<file path="config.mk">
export PLATFORM = sky130hd
export DESIGN_NAME = lowrate_wpan_rx_frame_filter_flat
export DESIGN_NICKNAME = d
export VERILOG_FILES = /design/src/rtl/lwff_pkg.sv /design/src/rtl/lwff_intf.sv /design/src/rtl/lowrate_wpan_rx_frame_filter.sv /design/src/rtl/lwff_front.sv /design/src/rtl/lwff_queue.sv /design/src/rtl/lwff_back.sv /design/src/flat_wrapper.sv
export SDC_FILE = /design/constraint.sdc
export NUM_CORES = 1
export LEC_CHECK = 0
export BUFFER_PORTS_ARGS = -buffer_cell sky130_fd_sc_hd__buf_2
export CAP_MARGIN = 5
export CORE_AREA = 5 5 186 188
export DETAILED_ROUTE_END_ITERATION = 6
export DIE_AREA = 0 0 191 193
export PLACE_DENSITY = 0.69
export SLEW_MARGIN = 20
export SYNTH_ARGS = -nofsm -noshare
export SYNTH_HDL_FRONTEND = slang
export SYNTH_SLANG_ARGS = --single-unit
</file>
<file path="constraint.sdc">
create_clock -name clk -period 4.9 [get_ports clk]
set_input_delay 0.245 -clock clk [delete_from_list [all_inputs] [get_ports clk]]
set_output_delay 0.245 -clock clk [all_outputs]
set_load 0.03 [all_outputs]
</file>
<file path="src/rtl/lwff_pkg.sv">
`timescale 1ns / 1ps
// Package for the low-rate WPAN receive frame filter.
// Holds the shared constants, verdict codes, queue record type and CRC step.
package lwff_pkg;

  localparam int unsigned MAX_FRAME_BYTES = 256;
  localparam int unsigned Q_DEPTH = 4;
  localparam int unsigned Q_AW = $clog2(Q_DEPTH);

  localparam logic [15:0] CRC_POLY = 16'h8408;
  localparam logic [8:0] COUNT_MAX = 9'd511;
  localparam logic [9:0] LEN_MIN = 10'd11;
  localparam logic [9:0] LEN_ACK = 10'd6;
  localparam logic [9:0] LEN_MAX = 10'(MAX_FRAME_BYTES);
  localparam logic [15:0] TOTAL_MAX = 16'hffff;

  localparam logic [7:0] FC_ACK = 8'h40;
  localparam logic [7:0] ACK_FC_HIGH = 8'h00;
  localparam logic [7:0] ACK_TRAILER = 8'h7f;
  localparam logic [7:0] ADDR_BROADCAST = 8'hff;

  localparam logic [7:0] REG_OWN_ADDR_FIRST = 8'd0;
  localparam logic [7:0] REG_OWN_ADDR_SECOND = 8'd1;
  localparam logic [7:0] OWN_ADDR_FIRST_RESET = 8'h42;
  localparam logic [7:0] OWN_ADDR_SECOND_RESET = 8'he8;

  typedef enum logic [2:0] {
    VERDICT_LENGTH    = 3'd0,
    VERDICT_CRC_ERROR = 3'd1,
    VERDICT_ACK_RX    = 3'd2,
    VERDICT_DATA_ME   = 3'd3,
    VERDICT_DROP_ADDR = 3'd4
  } verdict_t;

  typedef enum logic [2:0] {
    STEP_VERDICT  = 3'd0,
    STEP_ACK_FC   = 3'd1,
    STEP_ACK_FCH  = 3'd2,
    STEP_ACK_SEQ  = 3'd3,
    STEP_ACK_CRCL = 3'd4,
    STEP_ACK_CRCH = 3'd5,
    STEP_ACK_END  = 3'd6
  } step_t;

  typedef struct packed {
    verdict_t    verdict;
    logic [7:0]  seq;
    logic [15:0] error_total;
    logic [15:0] received_total;
    logic        send_ack;
  } job_t;

  function automatic logic [15:0] crc16_byte(input logic [15:0] c, input logic [7:0] b);
    logic [15:0] r;
    logic        fb;
    r = c;
    for (int k = 0; k < 8; k++) begin
      fb = b[k] ^ r[0];
      r = r >> 1;
      if (fb) begin
        r = r ^ CRC_POLY;
      end
    end
    return r;
  endfunction

endpackage

</file>
<file path="src/rtl/lwff_intf.sv">
`timescale 1ns / 1ps
// Channel interfaces of the frame filter: received bytes, results, register writes.
// Each carries valid, ready and its payload; no dependencies.
interface lwff_rx_if;
  logic       valid;
  logic       ready;
  logic [7:0] rx_byte;
  logic       frame_end;
  modport source (output valid, output rx_byte, output frame_end, input ready);
  modport sink (input valid, input rx_byte, input frame_end, output ready);
endinterface

interface lwff_res_if;
  logic        valid;
  logic        ready;
  logic        kind;
  logic [2:0]  verdict;
  logic [7:0]  seq_number;
  logic [7:0]  ack_byte;
  logic [15:0] error_total;
  logic [15:0] received_total;
  logic        last;
  modport source (output valid, output kind, output verdict, output seq_number,
                  output ack_byte, output error_total, output received_total,
                  output last, input ready);
  modport sink (input valid, input kind, input verdict, input seq_number,
                input ack_byte, input error_total, input received_total,
                input last, output ready);
endinterface

interface lwff_cfg_if;
  logic       valid;
  logic       ready;
  logic [7:0] index;
  logic [7:0] data;
  modport source (output valid, output index, output data, input ready);
  modport sink (input valid, input index, input data, output ready);
endinterface

</file>
<file path="src/rtl/lowrate_wpan_rx_frame_filter.sv">
`timescale 1ns / 1ps
// Top level of the low-rate WPAN receive frame filter.
// Depends on lwff_pkg, the channel interfaces, lwff_front, lwff_queue and lwff_back.
//
// Received bytes are taken at one per cycle. Ordinary bytes produce nothing; the trailer
// byte of each frame produces a verdict record that the front part places in a four-entry
// queue, and the back part emits it as one result, followed by six ACK bytes for unicast
// data addressed to this node, one result per cycle while the result channel is ready. The
// input stalls only while the queue is full, which happens when frames end faster than the
// output drains them (a frame with an ACK occupies the output for seven results). Address
// registers are written through the configuration channel, which is always ready.
module lowrate_wpan_rx_frame_filter
  import lwff_pkg::*;
(
  input  logic        clk,
  input  logic        rst,
  lwff_rx_if.sink     rx,
  lwff_cfg_if.sink    cfg,
  lwff_res_if.source  res
);

  logic q_full;
  logic q_push;
  job_t q_push_job;
  logic q_pop;
  logic q_avail;
  job_t q_pop_job;

  lwff_front u_front (
    .clk    (clk),
    .rst    (rst),
    .rx     (rx),
    .cfg    (cfg),
    .q_full (q_full),
    .q_push (q_push),
    .q_job  (q_push_job)
  );

  lwff_queue u_queue (
    .clk      (clk),
    .rst      (rst),
    .push     (q_push),
    .push_job (q_push_job),
    .full     (q_full),
    .pop      (q_pop),
    .avail    (q_avail),
    .pop_job  (q_pop_job)
  );

  lwff_back u_back (
    .clk     (clk),
    .rst     (rst),
    .q_avail (q_avail),
    .q_job   (q_pop_job),
    .q_pop   (q_pop),
    .res     (res)
  );

endmodule

</file>
<file path="src/rtl/lwff_front.sv">
`timescale 1ns / 1ps
// Front part: takes frame bytes, runs the CRC, keeps header bytes and issues a verdict record.
// Depends on lwff_pkg and the channel interfaces.
module lwff_front
  import lwff_pkg::*;
(
  input  logic        clk,
  input  logic        rst,
  lwff_rx_if.sink     rx,
  lwff_cfg_if.sink    cfg,
  input  logic        q_full,
  output logic        q_push,
  output job_t        q_job
);

  logic [15:0] crc_reg;
  logic [8:0]  byte_count;
  logic [7:0]  frame_control_low;
  logic [7:0]  seq_store;
  logic [7:0]  addr_bytes [4];
  logic [15:0] error_counter;
  logic [15:0] received_counter;
  logic [7:0]  own_addr_first;
  logic [7:0]  own_addr_second;

  logic        rx_xfer;
  logic [9:0]  frame_len;
  verdict_t    verdict;
  logic        send_ack;
  logic [15:0] error_counter_next;
  logic [15:0] received_counter_next;

  assign rx.ready = !q_full;
  assign cfg.ready = 1'b1;
  assign rx_xfer = rx.valid && rx.ready;
  assign q_push = rx_xfer && rx.frame_end;
  assign frame_len = {1'b0, byte_count} + 10'd1;

  always_comb begin
    verdict = VERDICT_DROP_ADDR;
    send_ack = 1'b0;
    error_counter_next = error_counter;
    received_counter_next = received_counter;
    if ((frame_len < LEN_MIN && frame_len != LEN_ACK) || frame_len > LEN_MAX) begin
      verdict = VERDICT_LENGTH;
    end else if (crc_reg != 16'd0) begin
      verdict = VERDICT_CRC_ERROR;
      if (error_counter != TOTAL_MAX) begin
        error_counter_next = error_counter + 16'd1;
      end
    end else if (frame_control_low == FC_ACK) begin
      verdict = VERDICT_ACK_RX;
    end else if (frame_len == LEN_ACK) begin
      verdict = VERDICT_DROP_ADDR;
    end else if ((own_addr_first != addr_bytes[2] || own_addr_second != addr_bytes[3])
                 && own_addr_first == addr_bytes[0] && own_addr_second == addr_bytes[1]) begin
      verdict = VERDICT_DATA_ME;
      if (received_counter != TOTAL_MAX) begin
        received_counter_next = received_counter + 16'd1;
      end
      send_ack = addr_bytes[0] != ADDR_BROADCAST || addr_bytes[1] != ADDR_BROADCAST;
    end
  end

  always_comb begin
    q_job.verdict = verdict;
    q_job.seq = seq_store;
    q_job.error_total = error_counter_next;
    q_job.received_total = received_counter_next;
    q_job.send_ack = send_ack;
  end

  always_ff @(posedge clk) begin
    if (rst) begin
      crc_reg <= '0;
      byte_count <= '0;
      frame_control_low <= '0;
      seq_store <= '0;
      for (int i = 0; i < 4; i++) begin
        addr_bytes[i] <= '0;
      end
      error_counter <= '0;
      received_counter <= '0;
      own_addr_first <= OWN_ADDR_FIRST_RESET;
      own_addr_second <= OWN_ADDR_SECOND_RESET;
    end else begin
      if (cfg.valid && cfg.ready) begin
        if (cfg.index == REG_OWN_ADDR_FIRST) begin
          own_addr_first <= cfg.data;
        end else if (cfg.index == REG_OWN_ADDR_SECOND) begin
          own_addr_second <= cfg.data;
        end
      end
      if (rx_xfer) begin
        if (!rx.frame_end) begin
          crc_reg <= crc16_byte(crc_reg, rx.rx_byte);
          if (byte_count == 9'd0) begin
            frame_control_low <= rx.rx_byte;
          end
          if (byte_count == 9'd2) begin
            seq_store <= rx.rx_byte;
          end
          for (int i = 0; i < 4; i++) begin
            if (byte_count == 9'(i + 5)) begin
              addr_bytes[i] <= rx.rx_byte;
            end
          end
          if (byte_count != COUNT_MAX) begin
            byte_count <= byte_count + 9'd1;
          end
        end else begin
          crc_reg <= '0;
          byte_count <= '0;
          frame_control_low <= '0;
          seq_store <= '0;
          for (int i = 0; i < 4; i++) begin
            addr_bytes[i] <= '0;
          end
          error_counter <= error_counter_next;
          received_counter <= received_counter_next;
        end
      end
    end
  end

endmodule

</file>
<file path="src/rtl/lwff_queue.sv">
`timescale 1ns / 1ps
// Short register queue of verdict records between the front and back parts.
// Depends on lwff_pkg.
module lwff_queue
  import lwff_pkg::*;
(
  input  logic clk,
  input  logic rst,
  input  logic push,
  input  job_t push_job,
  output logic full,
  input  logic pop,
  output logic avail,
  output job_t pop_job
);

  job_t            entries [Q_DEPTH];
  logic [Q_AW-1:0] wr_ptr;
  logic [Q_AW-1:0] rd_ptr;
  logic [Q_AW:0]   count;

  assign full = count == (Q_AW+1)'(Q_DEPTH);
  assign avail = count != '0;
  assign pop_job = entries[rd_ptr];

  always_ff @(posedge clk) begin
    if (push) begin
      entries[wr_ptr] <= push_job;
    end
  end

  always_ff @(posedge clk) begin
    if (rst) begin
      wr_ptr <= '0;
      rd_ptr <= '0;
      count <= '0;
    end else begin
      if (push) begin
        wr_ptr <= wr_ptr + 1'b1;
      end
      if (pop) begin
        rd_ptr <= rd_ptr + 1'b1;
      end
      if (push && !pop) begin
        count <= count + 1'b1;
      end else if (pop && !push) begin
        count <= count - 1'b1;
      end
    end
  end

endmodule

</file>
<file path="src/rtl/lwff_back.sv">
`timescale 1ns / 1ps
// Back part: turns a verdict record into the verdict result and, when due, six ACK bytes.
// Depends on lwff_pkg and the result interface.
module lwff_back
  import lwff_pkg::*;
(
  input  logic       clk,
  input  logic       rst,
  input  logic       q_avail,
  input  job_t       q_job,
  output logic       q_pop,
  lwff_res_if.source res
);

  job_t        cur;
  logic        cur_valid;
  step_t       step;
  logic        out_load;
  logic        cur_last;
  logic [15:0] ack_crc;

  logic        kind_next;
  logic [7:0]  ack_byte_next;

  assign out_load = cur_valid && (!res.valid || res.ready);
  assign cur_last = (step == STEP_VERDICT && !cur.send_ack) || step == STEP_ACK_END;
  assign q_pop = q_avail && (!cur_valid || (out_load && cur_last));
  assign ack_crc = crc16_byte(crc16_byte(crc16_byte(16'd0, FC_ACK), ACK_FC_HIGH), cur.seq);

  always_comb begin
    kind_next = 1'b1;
    ack_byte_next = 8'd0;
    unique case (step)
      STEP_VERDICT: kind_next = 1'b0;
      STEP_ACK_FC: ack_byte_next = FC_ACK;
      STEP_ACK_FCH: ack_byte_next = ACK_FC_HIGH;
      STEP_ACK_SEQ: ack_byte_next = cur.seq;
      STEP_ACK_CRCL: ack_byte_next = ack_crc[7:0];
      STEP_ACK_CRCH: ack_byte_next = ack_crc[15:8];
      STEP_ACK_END: ack_byte_next = ACK_TRAILER;
      default: kind_next = 1'b0;
    endcase
  end

  always_ff @(posedge clk) begin
    if (out_load) begin
      res.kind <= kind_next;
      res.verdict <= kind_next ? VERDICT_DATA_ME : cur.verdict;
      res.seq_number <= cur.seq;
      res.ack_byte <= ack_byte_next;
      res.error_total <= cur.error_total;
      res.received_total <= cur.received_total;
      res.last <= cur_last;
    end
    if (q_pop) begin
      cur <= q_job;
    end
  end

  always_ff @(posedge clk) begin
    if (rst) begin
      res.valid <= 1'b0;
      cur_valid <= 1'b0;
      step <= STEP_VERDICT;
    end else begin
      if (out_load) begin
        res.valid <= 1'b1;
      end else if (res.ready) begin
        res.valid <= 1'b0;
      end
      if (q_pop) begin
        cur_valid <= 1'b1;
        step <= STEP_VERDICT;
      end else if (out_load) begin
        if (cur_last) begin
          cur_valid <= 1'b0;
          step <= STEP_VERDICT;
        end else begin
          step <= step_t'(step + 3'd1);
        end
      end
    end
  end

endmodule
</file>
<file path="src/flat_wrapper.sv">
// flat-port wrapper written by rule: the top's interface ports become plain ports
module lowrate_wpan_rx_frame_filter_flat import lwff_pkg::*;
  (clk, rst, rx_valid, rx_rx_byte, rx_frame_end, rx_ready, cfg_valid, cfg_index, cfg_data, cfg_ready, res_valid, res_kind, res_verdict, res_seq_number, res_ack_byte, res_error_total, res_received_total, res_last, res_ready);
  lwff_rx_if rx_i ();
  lwff_cfg_if cfg_i ();
  lwff_res_if res_i ();
  input  logic clk;
  input  logic rst;
  input wire logic [$bits(rx_i.valid)-1:0] rx_valid;
  input wire logic [$bits(rx_i.rx_byte)-1:0] rx_rx_byte;
  input wire logic [$bits(rx_i.frame_end)-1:0] rx_frame_end;
  output wire logic [$bits(rx_i.ready)-1:0] rx_ready;
  input wire logic [$bits(cfg_i.valid)-1:0] cfg_valid;
  input wire logic [$bits(cfg_i.index)-1:0] cfg_index;
  input wire logic [$bits(cfg_i.data)-1:0] cfg_data;
  output wire logic [$bits(cfg_i.ready)-1:0] cfg_ready;
  output wire logic [$bits(res_i.valid)-1:0] res_valid;
  output wire logic [$bits(res_i.kind)-1:0] res_kind;
  output wire logic [$bits(res_i.verdict)-1:0] res_verdict;
  output wire logic [$bits(res_i.seq_number)-1:0] res_seq_number;
  output wire logic [$bits(res_i.ack_byte)-1:0] res_ack_byte;
  output wire logic [$bits(res_i.error_total)-1:0] res_error_total;
  output wire logic [$bits(res_i.received_total)-1:0] res_received_total;
  output wire logic [$bits(res_i.last)-1:0] res_last;
  input wire logic [$bits(res_i.ready)-1:0] res_ready;
  assign rx_i.valid = rx_valid;
  assign rx_i.rx_byte = rx_rx_byte;
  assign rx_i.frame_end = rx_frame_end;
  assign rx_ready = rx_i.ready;
  assign cfg_i.valid = cfg_valid;
  assign cfg_i.index = cfg_index;
  assign cfg_i.data = cfg_data;
  assign cfg_ready = cfg_i.ready;
  assign res_valid = res_i.valid;
  assign res_kind = res_i.kind;
  assign res_verdict = res_i.verdict;
  assign res_seq_number = res_i.seq_number;
  assign res_ack_byte = res_i.ack_byte;
  assign res_error_total = res_i.error_total;
  assign res_received_total = res_i.received_total;
  assign res_last = res_i.last;
  assign res_i.ready = res_ready;
  lowrate_wpan_rx_frame_filter u_core (.clk(clk), .rst(rst), .rx(rx_i), .cfg(cfg_i), .res(res_i));
endmodule
</file>
==> run_results.csv, run 1 <==
group,metric,value,unit
placed_design,dp_hpwl,21400,µm
setup_path,worstPathRequired,5320,ps
synthesis,synthesis.nets,1263,
cells_and_area,registers.top_by_ff_count,"u_core.u_queue.entries",
synthesis,most_area_consuming_cells_after_synthesis,"sky130_fd_sc_hd__edfxtp_1 (52%), sky130_fd_sc_hd__dfxtp_1 (14%), sky130_fd_sc_hd__mux4_2 (5.9%)",
synthesis,synth_flop_cell,"sky130_fd_sc_hd__edfxtp_1",
setup_path,crit_path_cell_trace,"ha_1 -> nand3_1 -> nor2_1 -> ha_1 -> nand3_1 -> nor3_2 -> o211ai_2 -> nor4_1 -> mux2_2",
global_route,grt_overflow,0,
global_route,grt_pass1_wl,53700,µm
global_route,grt_antenna_before_repair,0,
min_path,hold_path.class,"in -> reg",
cells_and_area,top_regs,"u_core.u_queue.entries (176), u_core.u_back.cur (44), u_core.u_front.addr_bytes (32)",
drt,drt_pre_antenna_iters,5,
drt,avgRoutedWirePerCell,18.5,µm
cells_and_area,layout.filler_cells,2598,
cells_and_area,area.sequential,11000,µm²
sta,slew_hr,33.1,%
cts,cts-root-to-sink-buffers,3,
sta,timing.final.hold_violations,0,
synthesis,synth.yosys.seq_area_share,65.4,%
cts,clock-sinks,406,
setup_path,crit_fanout,26,
sta,final.setup.tns,0,ps
power_and_ir_drop,power_frac_clock,32.3,%
power_and_ir_drop,seq_power_share,49.3,%
synthesis,post-synth-top-area-cell,"sky130_fd_sc_hd__edfxtp_1",
floorplanning,fp.coreArea,32900,µm²
cts,tritoncts_clock_tree,"yes",
power_and_ir_drop,vdd_drop_max,364,µV
cells_and_area,net_count_of_the_finished_layout,1361,
synthesis,synth_async_sr_flop_share,0,%
sta,timing.final.setup_violations,0,
synthesis,syn-mean-instance-area,13.9,µm²
cells_and_area,diodes,0,
floorplanning,floorplan.die_area,36900,µm²
flow_run,maxCapViolations,0,
setup_path,worstPathArrival,3970,ps
global_route,grt_usage,18.2,%
cells_and_area,syn_to_final_growth,13.6,%
floorplanning,die-height,193,µm
power_and_ir_drop,power.switching_fraction,28.1,%
drt,drc_errors,0,
cts,ctsHoldBuffers,9,
synthesis,synth-seq-cells,406,
drt,route.vias.total,10100,
placed_design,placement.io_buffers,84,
power_and_ir_drop,power.internal,0.00673,W
sta,final_worst_path_period_share,72.5,%
synthesis,ys.warnings.count,0,
drt,drt_iter0_drcs,678,
synthesis,synthCells,1214,
power_and_ir_drop,combPwrFrac,18.4,%
cts,clk_pin_slew_worst_paths,60,ps
sta,maxClockFrequency,0.282,GHz
floorplanning,effective_utilization_at_floorplan,51.1,%
power_and_ir_drop,power_switching,0.00263,W
floorplanning,dieWidth,191,µm
sta,fin_worst_skew,20.9,ps
drt,viasPerCell,5.62,
power_and_ir_drop,power.density_cell_area,489,nW/µm²
synthesis,count_of_flip_flops_with_a_built_in_enable_after_synthesis,289,
cts,clkLatencyLatePin,540,ps
placed_design,gp_routability_congestion,0.855,
cells_and_area,final_layout_size_suffix_gt1_share,17.4,%
setup_path,cp-end-kind,"flop",
cells_and_area,largest_register_ff_count,176,
sta,period_needed,3550,ps
drt,finalWirelength,33100,µm
cts,tritoncts.num_buffers,42,
cts,cts-resized-gates,0,
setup_path,timing.setup.critical_path_class,"reg -> reg",
cts,cell_at_the_root_of_the_clock_tree,"sky130_fd_sc_hd__clkbuf_16",
floorplanning,io_pins,86,
sta,rsz_0062_raised_after_global_routing,"no",
cts,clock_tree.htree_level_count,2,
power_and_ir_drop,fin_total_pwr,0.00936,W
cts,post_cts.repair.setup_buffers,0,
global_route,grt_pass1_vias,9964,
cells_and_area,multi_input_combinational_cell_area,5510,µm²
sta,worst_slew_pin_slew,1000,ps
setup_path,element_type_at_the_critical_path_start,"flop",
global_route,grt_max_degree,58,
synthesis,post-synth-top-area-fraction,51.5,%
synthesis,synth_area,16800,µm²
run_status,outcome,"complete, no violations",
synthesis,synthDistinctLibCells,69,
drt,antenna_violating_nets_post_route,0,
setup_path,worst_path_max_delay_cell,"sky130_fd_sc_hd__nor3_2",
power_and_ir_drop,power.leakage,6.70,nW
setup_path,timing.critical_path.max_delay_family,"simple AND/OR/NAND/NOR gates",
floorplanning,placementRows,67,
setup_path,worstPathBufferInverterCount,0,
sta,slew_violations,0,
setup_path,slowest_delay,640,ps
-- per-stage QoR --
stage | std cells | hold slack (ps) | setup WS (ps) | instance area (µm²) | util (%)
global route | 1793 | 126 | 990 | 19100 | 58.1
global placement | 1707 | 402 | 1590 | 17700 | 53.8
CTS | 1793 | 108 | 1400 | 19100 | 58.1
floorplan | 1214 | 370 | 1170 | 16800 | -
finish | 1793 | 129 | 1350 | 19100 | 58.1
detailed placement | 1707 | 405 | 1510 | 17700 | 53.8
-- worst min-delay path, delay by kind of cell --
kind,cells,cell delay [ps]
simple gates,1,50
buf+inv,1,170
mux,1,150
-- path summary, 6_finish.rpt --
kind | start | end | slack (ps) | cells past startpoint
max | u_core.u_front.byte_count[0] | u_core.u_front.received_counter[11] | 1350 | 9
min | rx_rx_byte[7] | u_core.u_front.addr_bytes[3][7] | 130 | 3
max reg2reg | u_core.u_front.byte_count[0] | u_core.u_front.received_counter[11] | 1350 | 9
min reg2reg | u_core.u_back.cur[19] | u_core.u_back.res.error_total[2] | 410 | 0
-- per-layer routing --
layer	GRT usage, %	vias up	share of wire [%]
met1	25.3	4986	45
met5	0	-	0
met3	2.29	56	4.2
met2	30.5	234	49
li1	-	4808	-
met4	5.06	0	2.4
-- power by group through the flow --
stage | combinational (W) | clock [W] | sequential (W)
3_5_place_dp | 0.00174 | 0 | 0.00470
2_1_floorplan | 0.00103 | 0 | 0.00489
3_3_place_gp | 0.00172 | 0 | 0.00468
5_1_grt | 0.00187 | 0.00324 | 0.00468
6_report | 0.00172 | 0.00303 | 0.00461
4_1_cts | 0.00175 | 0.00309 | 0.00463
-- synthesized netlist by cell type (9+ instances only) --
cell type and count:
sky130_fd_sc_hd__o21ai_0 27, sky130_fd_sc_hd__mux4_2 44, sky130_fd_sc_hd__nor2b_1 12, sky130_fd_sc_hd__nor4_1 20
sky130_fd_sc_hd__a22oi_1 44, sky130_fd_sc_hd__dfxtp_1 117, sky130_fd_sc_hd__or4_1 11, sky130_fd_sc_hd__clkbuf_1 38
sky130_fd_sc_hd__xnor2_1 49, sky130_fd_sc_hd__mux2i_1 30, sky130_fd_sc_hd__a21oi_1 34, sky130_fd_sc_hd__nand2_1 55
sky130_fd_sc_hd__nand3_1 25, sky130_fd_sc_hd__nand4_1 19, sky130_fd_sc_hd__edfxtp_1 289, sky130_fd_sc_hd__nor3_1 35
sky130_fd_sc_hd__ha_1 18, sky130_fd_sc_hd__or3_1 9, sky130_fd_sc_hd__inv_1 25, sky130_fd_sc_hd__mux2_2 9
sky130_fd_sc_hd__xor2_1 48, sky130_fd_sc_hd__and2_1 24, sky130_fd_sc_hd__nor2_1 108
-- final cells by class --
| class | count | share of cell area [%] |
|---|---|---|
| tap | 448 | 2.93 |
| inverter | 26 | 0.510 |
| clock buffer | 55 | 5.96 |
| timing repair buffer | 108 | 3.27 |
| sequential | 406 | 57.6 |
| multi-input combinational | 728 | 28.8 |
| clock inverter | 22 | 0.929 |
-- cell families (layout without fill, tap and decap cells) --
| family | count (synthesis) | count (layout) | share of synthesized area, % |
|---|---|---|---|
| flip-flops | 406 | 406 | 65.4 |
| AND/OR/NAND/NOR | 354 | 354 | 10.6 |
| AO/OA/AOI/OAI | 173 | 173 | 7.17 |
| XOR/XNOR | 97 | 97 | 5.04 |
| multiplexers | 84 | 84 | 8.33 |
| buffers and inverters | 80 | 211 | 1.91 |
| adder cells (fa/ha/maj) | 19 | 19 | 1.46 |
| other | 1 | 1 | 0.0223 |
-- layout by cell type (no fill, tap or decap), types with 24 or more instances in the layout --
| cell | instances |
|---|---|
| sky130_fd_sc_hd__a21oi_1 | 34 |
| sky130_fd_sc_hd__a22oi_1 | 44 |
| sky130_fd_sc_hd__buf_2 | 83 |
| sky130_fd_sc_hd__clkbuf_16 | 43 |
| sky130_fd_sc_hd__dfxtp_1 | 115 |
| sky130_fd_sc_hd__edfxtp_1 | 289 |
| sky130_fd_sc_hd__inv_1 | 24 |
| sky130_fd_sc_hd__mux2i_1 | 30 |
| sky130_fd_sc_hd__mux4_2 | 44 |
| sky130_fd_sc_hd__nand2_1 | 55 |
| sky130_fd_sc_hd__nand3_1 | 25 |
| sky130_fd_sc_hd__nor2_1 | 108 |
| sky130_fd_sc_hd__nor3_1 | 35 |
| sky130_fd_sc_hd__o21ai_0 | 25 |
| sky130_fd_sc_hd__xnor2_1 | 49 |
| sky130_fd_sc_hd__xor2_1 | 48 |
Note: power is estimated with default switching activity, not from simulation.
==> run 2: changes to the inputs <==
==> constraint.sdc (replaced) <==
create_clock -name clk -period 3.3 [get_ports clk]
set_input_delay 0.165 -clock clk [delete_from_list [all_inputs] [get_ports clk]]
set_output_delay 0.165 -clock clk [all_outputs]
set_load 0.03 [all_outputs]
==> run 2 against run 1 <==
Final cell count is 1.1% higher. Flip-flop and latch count is the same. Utilization increased by 0.84 points. Largest cell class unchanged.
==> run_results.csv, run 2 (synthesis results as in run 1) <==
group,metric,value,unit
run_status,outcome,"complete, no violations",
setup_path,r2r_setup_slack,330,ps
sta,slew_violations,0,
global_route,grt_max_degree,50,
cells_and_area,multi_input_combinational_cell_area,5530,µm²
setup_path,cp_common_cell,"sky130_fd_sc_hd__nand3_1",
floorplanning,io_pins,86,
min_path,hold_path.class,"in -> reg",
sta,worst_slew_pin_slew,909,ps
sta,final.setup.tns,0,ps
cells_and_area,layout.cells.most_common_list,"sky130_fd_sc_hd__edfxtp_1 (289), sky130_fd_sc_hd__dfxtp_1 (115), sky130_fd_sc_hd__nor2_1 (108)",
sta,final.setup.worst_slack,327,ps
placed_design,placed_cells_incl_taps,1722,
global_route,grt_overflow,0,
setup_path,regToRegStartpoint,"u_core.u_front.byte_count[1]",
cells_and_area,final_layout_size_suffix_gt1_share,18.5,%
cells_and_area,fin_cells,1812,
sta,timing.final.setup_violations,0,
drt,drt_pre_antenna_iters,5,
setup_path,cp-end-kind,"flop",
setup_path,cp-endpoint,"u_core.u_queue.entries[2][29]",
global_route,grt_usage,18.5,%
setup_path,worst_path_max_delay_cell,"sky130_fd_sc_hd__a2111oi_4",
floorplanning,dieWidth,191,µm
sta,fin_worst_skew,11.5,ps
cts,tritoncts.num_buffers,42,
drt,route.vias.total,10200,
cells_and_area,top_regs,"u_core.u_queue.entries (176), u_core.u_back.cur (44), u_core.u_front.addr_bytes (32)",
placed_design,gp_routability_congestion,0.853,
cts,clk_pin_slew_worst_paths,60,ps
drt,viasPerCell,5.63,
setup_path,reg2reg_to,"u_core.u_queue.entries[2][29]",
sta,slew_hr,39.1,%
sta,period_needed,2970,ps
cells_and_area,diodes,0,
placed_design,dp_hpwl,22000,µm
cts,tritoncts_clock_tree,"yes",
setup_path,reg2reg_depth,8,
power_and_ir_drop,power.leakage,6.84,nW
floorplanning,placementRows,67,
cells_and_area,layout.filler_cells,2570,
cts,clock_tree.htree_level_count,2,
drt,drc_errors,0,
floorplanning,floorplan.die_area,36900,µm²
drt,finalWirelength,33800,µm
global_route,grt_pass1_wl,54600,µm
sta,maxClockFrequency,0.336,GHz
setup_path,worstPathArrival,3250,ps
setup_path,worstPathRequired,3570,ps
cells_and_area,area.sequential,11000,µm²
sta,final_worst_path_period_share,90.1,%
sta,rsz_0062_raised_after_global_routing,"no",
floorplanning,die-height,193,µm
cells_and_area,finish.instance_area,19400,µm²
cts,cell_at_the_root_of_the_clock_tree,"sky130_fd_sc_hd__clkbuf_16",
power_and_ir_drop,power.density_cell_area,727,nW/µm²
global_route,grt_antenna_before_repair,0,
placed_design,place_ws,217,ps
setup_path,startpoint,"u_core.u_front.byte_count[1]",
placed_design,postPlaceCellArea,17900,µm²
setup_path,slowest_delay,480,ps
cells_and_area,finish.utilization,58.9,%
cells_and_area,net_count_of_the_finished_layout,1380,
floorplanning,effective_utilization_at_floorplan,51.1,%
floorplanning,fp.coreArea,32900,µm²
cells_and_area,syn_to_final_growth,15.2,%
drt,antenna_violating_nets_post_route,0,
setup_path,crit_path_cell_trace,"ha_2 -> nand3_1 -> nor2_1 -> ha_1 -> nand3_1 -> or3_4 -> a2111oi_4 -> mux2_2",
cts,clock-sinks,406,
power_and_ir_drop,vdd_drop_max,453,µV
cells_and_area,registers.top_by_ff_count,"u_core.u_queue.entries",
drt,drt_iter0_drcs,778,
cts,clkLatencyLatePin,540,ps
setup_path,timing.setup.critical_path_class,"reg -> reg",
drt,avgRoutedWirePerCell,18.7,µm
sta,timing.final.hold_violations,0,
flow_run,maxCapViolations,0,
global_route,grt_pass1_vias,10000,
placed_design,placement.io_buffers,84,
setup_path,element_type_at_the_critical_path_start,"flop",
cells_and_area,largest_register_ff_count,176,
cells_and_area,most_common_library_cell_in_the_layout_ignoring_fill_and_taps,"sky130_fd_sc_hd__edfxtp_1",
cts,cts-root-to-sink-buffers,3,
setup_path,crit_fanout,7,
[run 2: how the worst min path moves through the flow]
stage                                        end  cells after the start             startpoint
2_1_floorplan  u_core.u_front.own_addr_second[3]                      2            cfg_data[3]
3_3_place_gp   u_core.u_front.own_addr_second[7]                      3            cfg_data[7]
3_5_place_dp    u_core.u_back.res.error_total[5]                      0  u_core.u_back.cur[22]
4_1_cts          u_core.u_front.addr_bytes[0][4]                      3          rx_rx_byte[4]
5_1_grt          u_core.u_front.addr_bytes[0][1]                      3          rx_rx_byte[1]
6_report         u_core.u_front.addr_bytes[0][4]                      3          rx_rx_byte[4]
[run 2: critical path, delay by kind of cell (launching register included)]
| kind | cells | cell delay [ps] |
|---|---|---|
| flops | 1 | 440 |
| simple gates | 4 | 870 |
| compound gates | 1 | 480 |
| fa+ha+maj | 2 | 500 |
| mux | 1 | 430 |
[run 2: layout make-up]
cell class,count,share of cell area [%]
clock buffer,60,6.19
clock inverter,17,0.819
inverter,26,0.503
multi-input combinational,728,28.5
sequential,406,56.8
tap,448,2.89
timing repair buffer,127,4.33
[run 2: through the flow]
step	hold slack [ps]	power, W
CTS	31.3	0.0143
detailed placement	405	0.00962
global placement	399	0.00954
finish	38.4	0.0141
floorplan	290	0.00877
global route	63.4	0.0148
[run 2: metal layers]
| layer | routed length [µm] | GRT usage [%] | vias to the layer above |
|---|---|---|---|
| met2 | 16500 | 30.7 | 228 |
| met1 | 15000 | 25.7 | 5081 |
| met3 | 1620 | 2.99 | 53 |
| li1 | - | - | 4845 |
| met5 | 0 | 0 | - |
| met4 | 732 | 5.28 | 0 |
[run 2: report_power, final]
| group | internal, W | switching [W] | total [W] | leakage, nW |
|---|---|---|---|---|
| clock network | 0.00277 | 0.00186 | 0.00463 | 0.662 |
| logic | 0.000971 | 0.00167 | 0.00264 | 2.40 |
| registers | 0.00646 | 0.000376 | 0.00683 | 3.78 |
[run 2: timing repair]
| item | in CTS | in global routing |
|---|---|---|
| endpoints found under the hold margin | 26 | 0 |
| endpoints found under the setup margin | 0 | 73 |
| hold buffers | 13 | 0 |
| resized for setup | 0 | 4 |
| setup buffers | 0 | 0 |
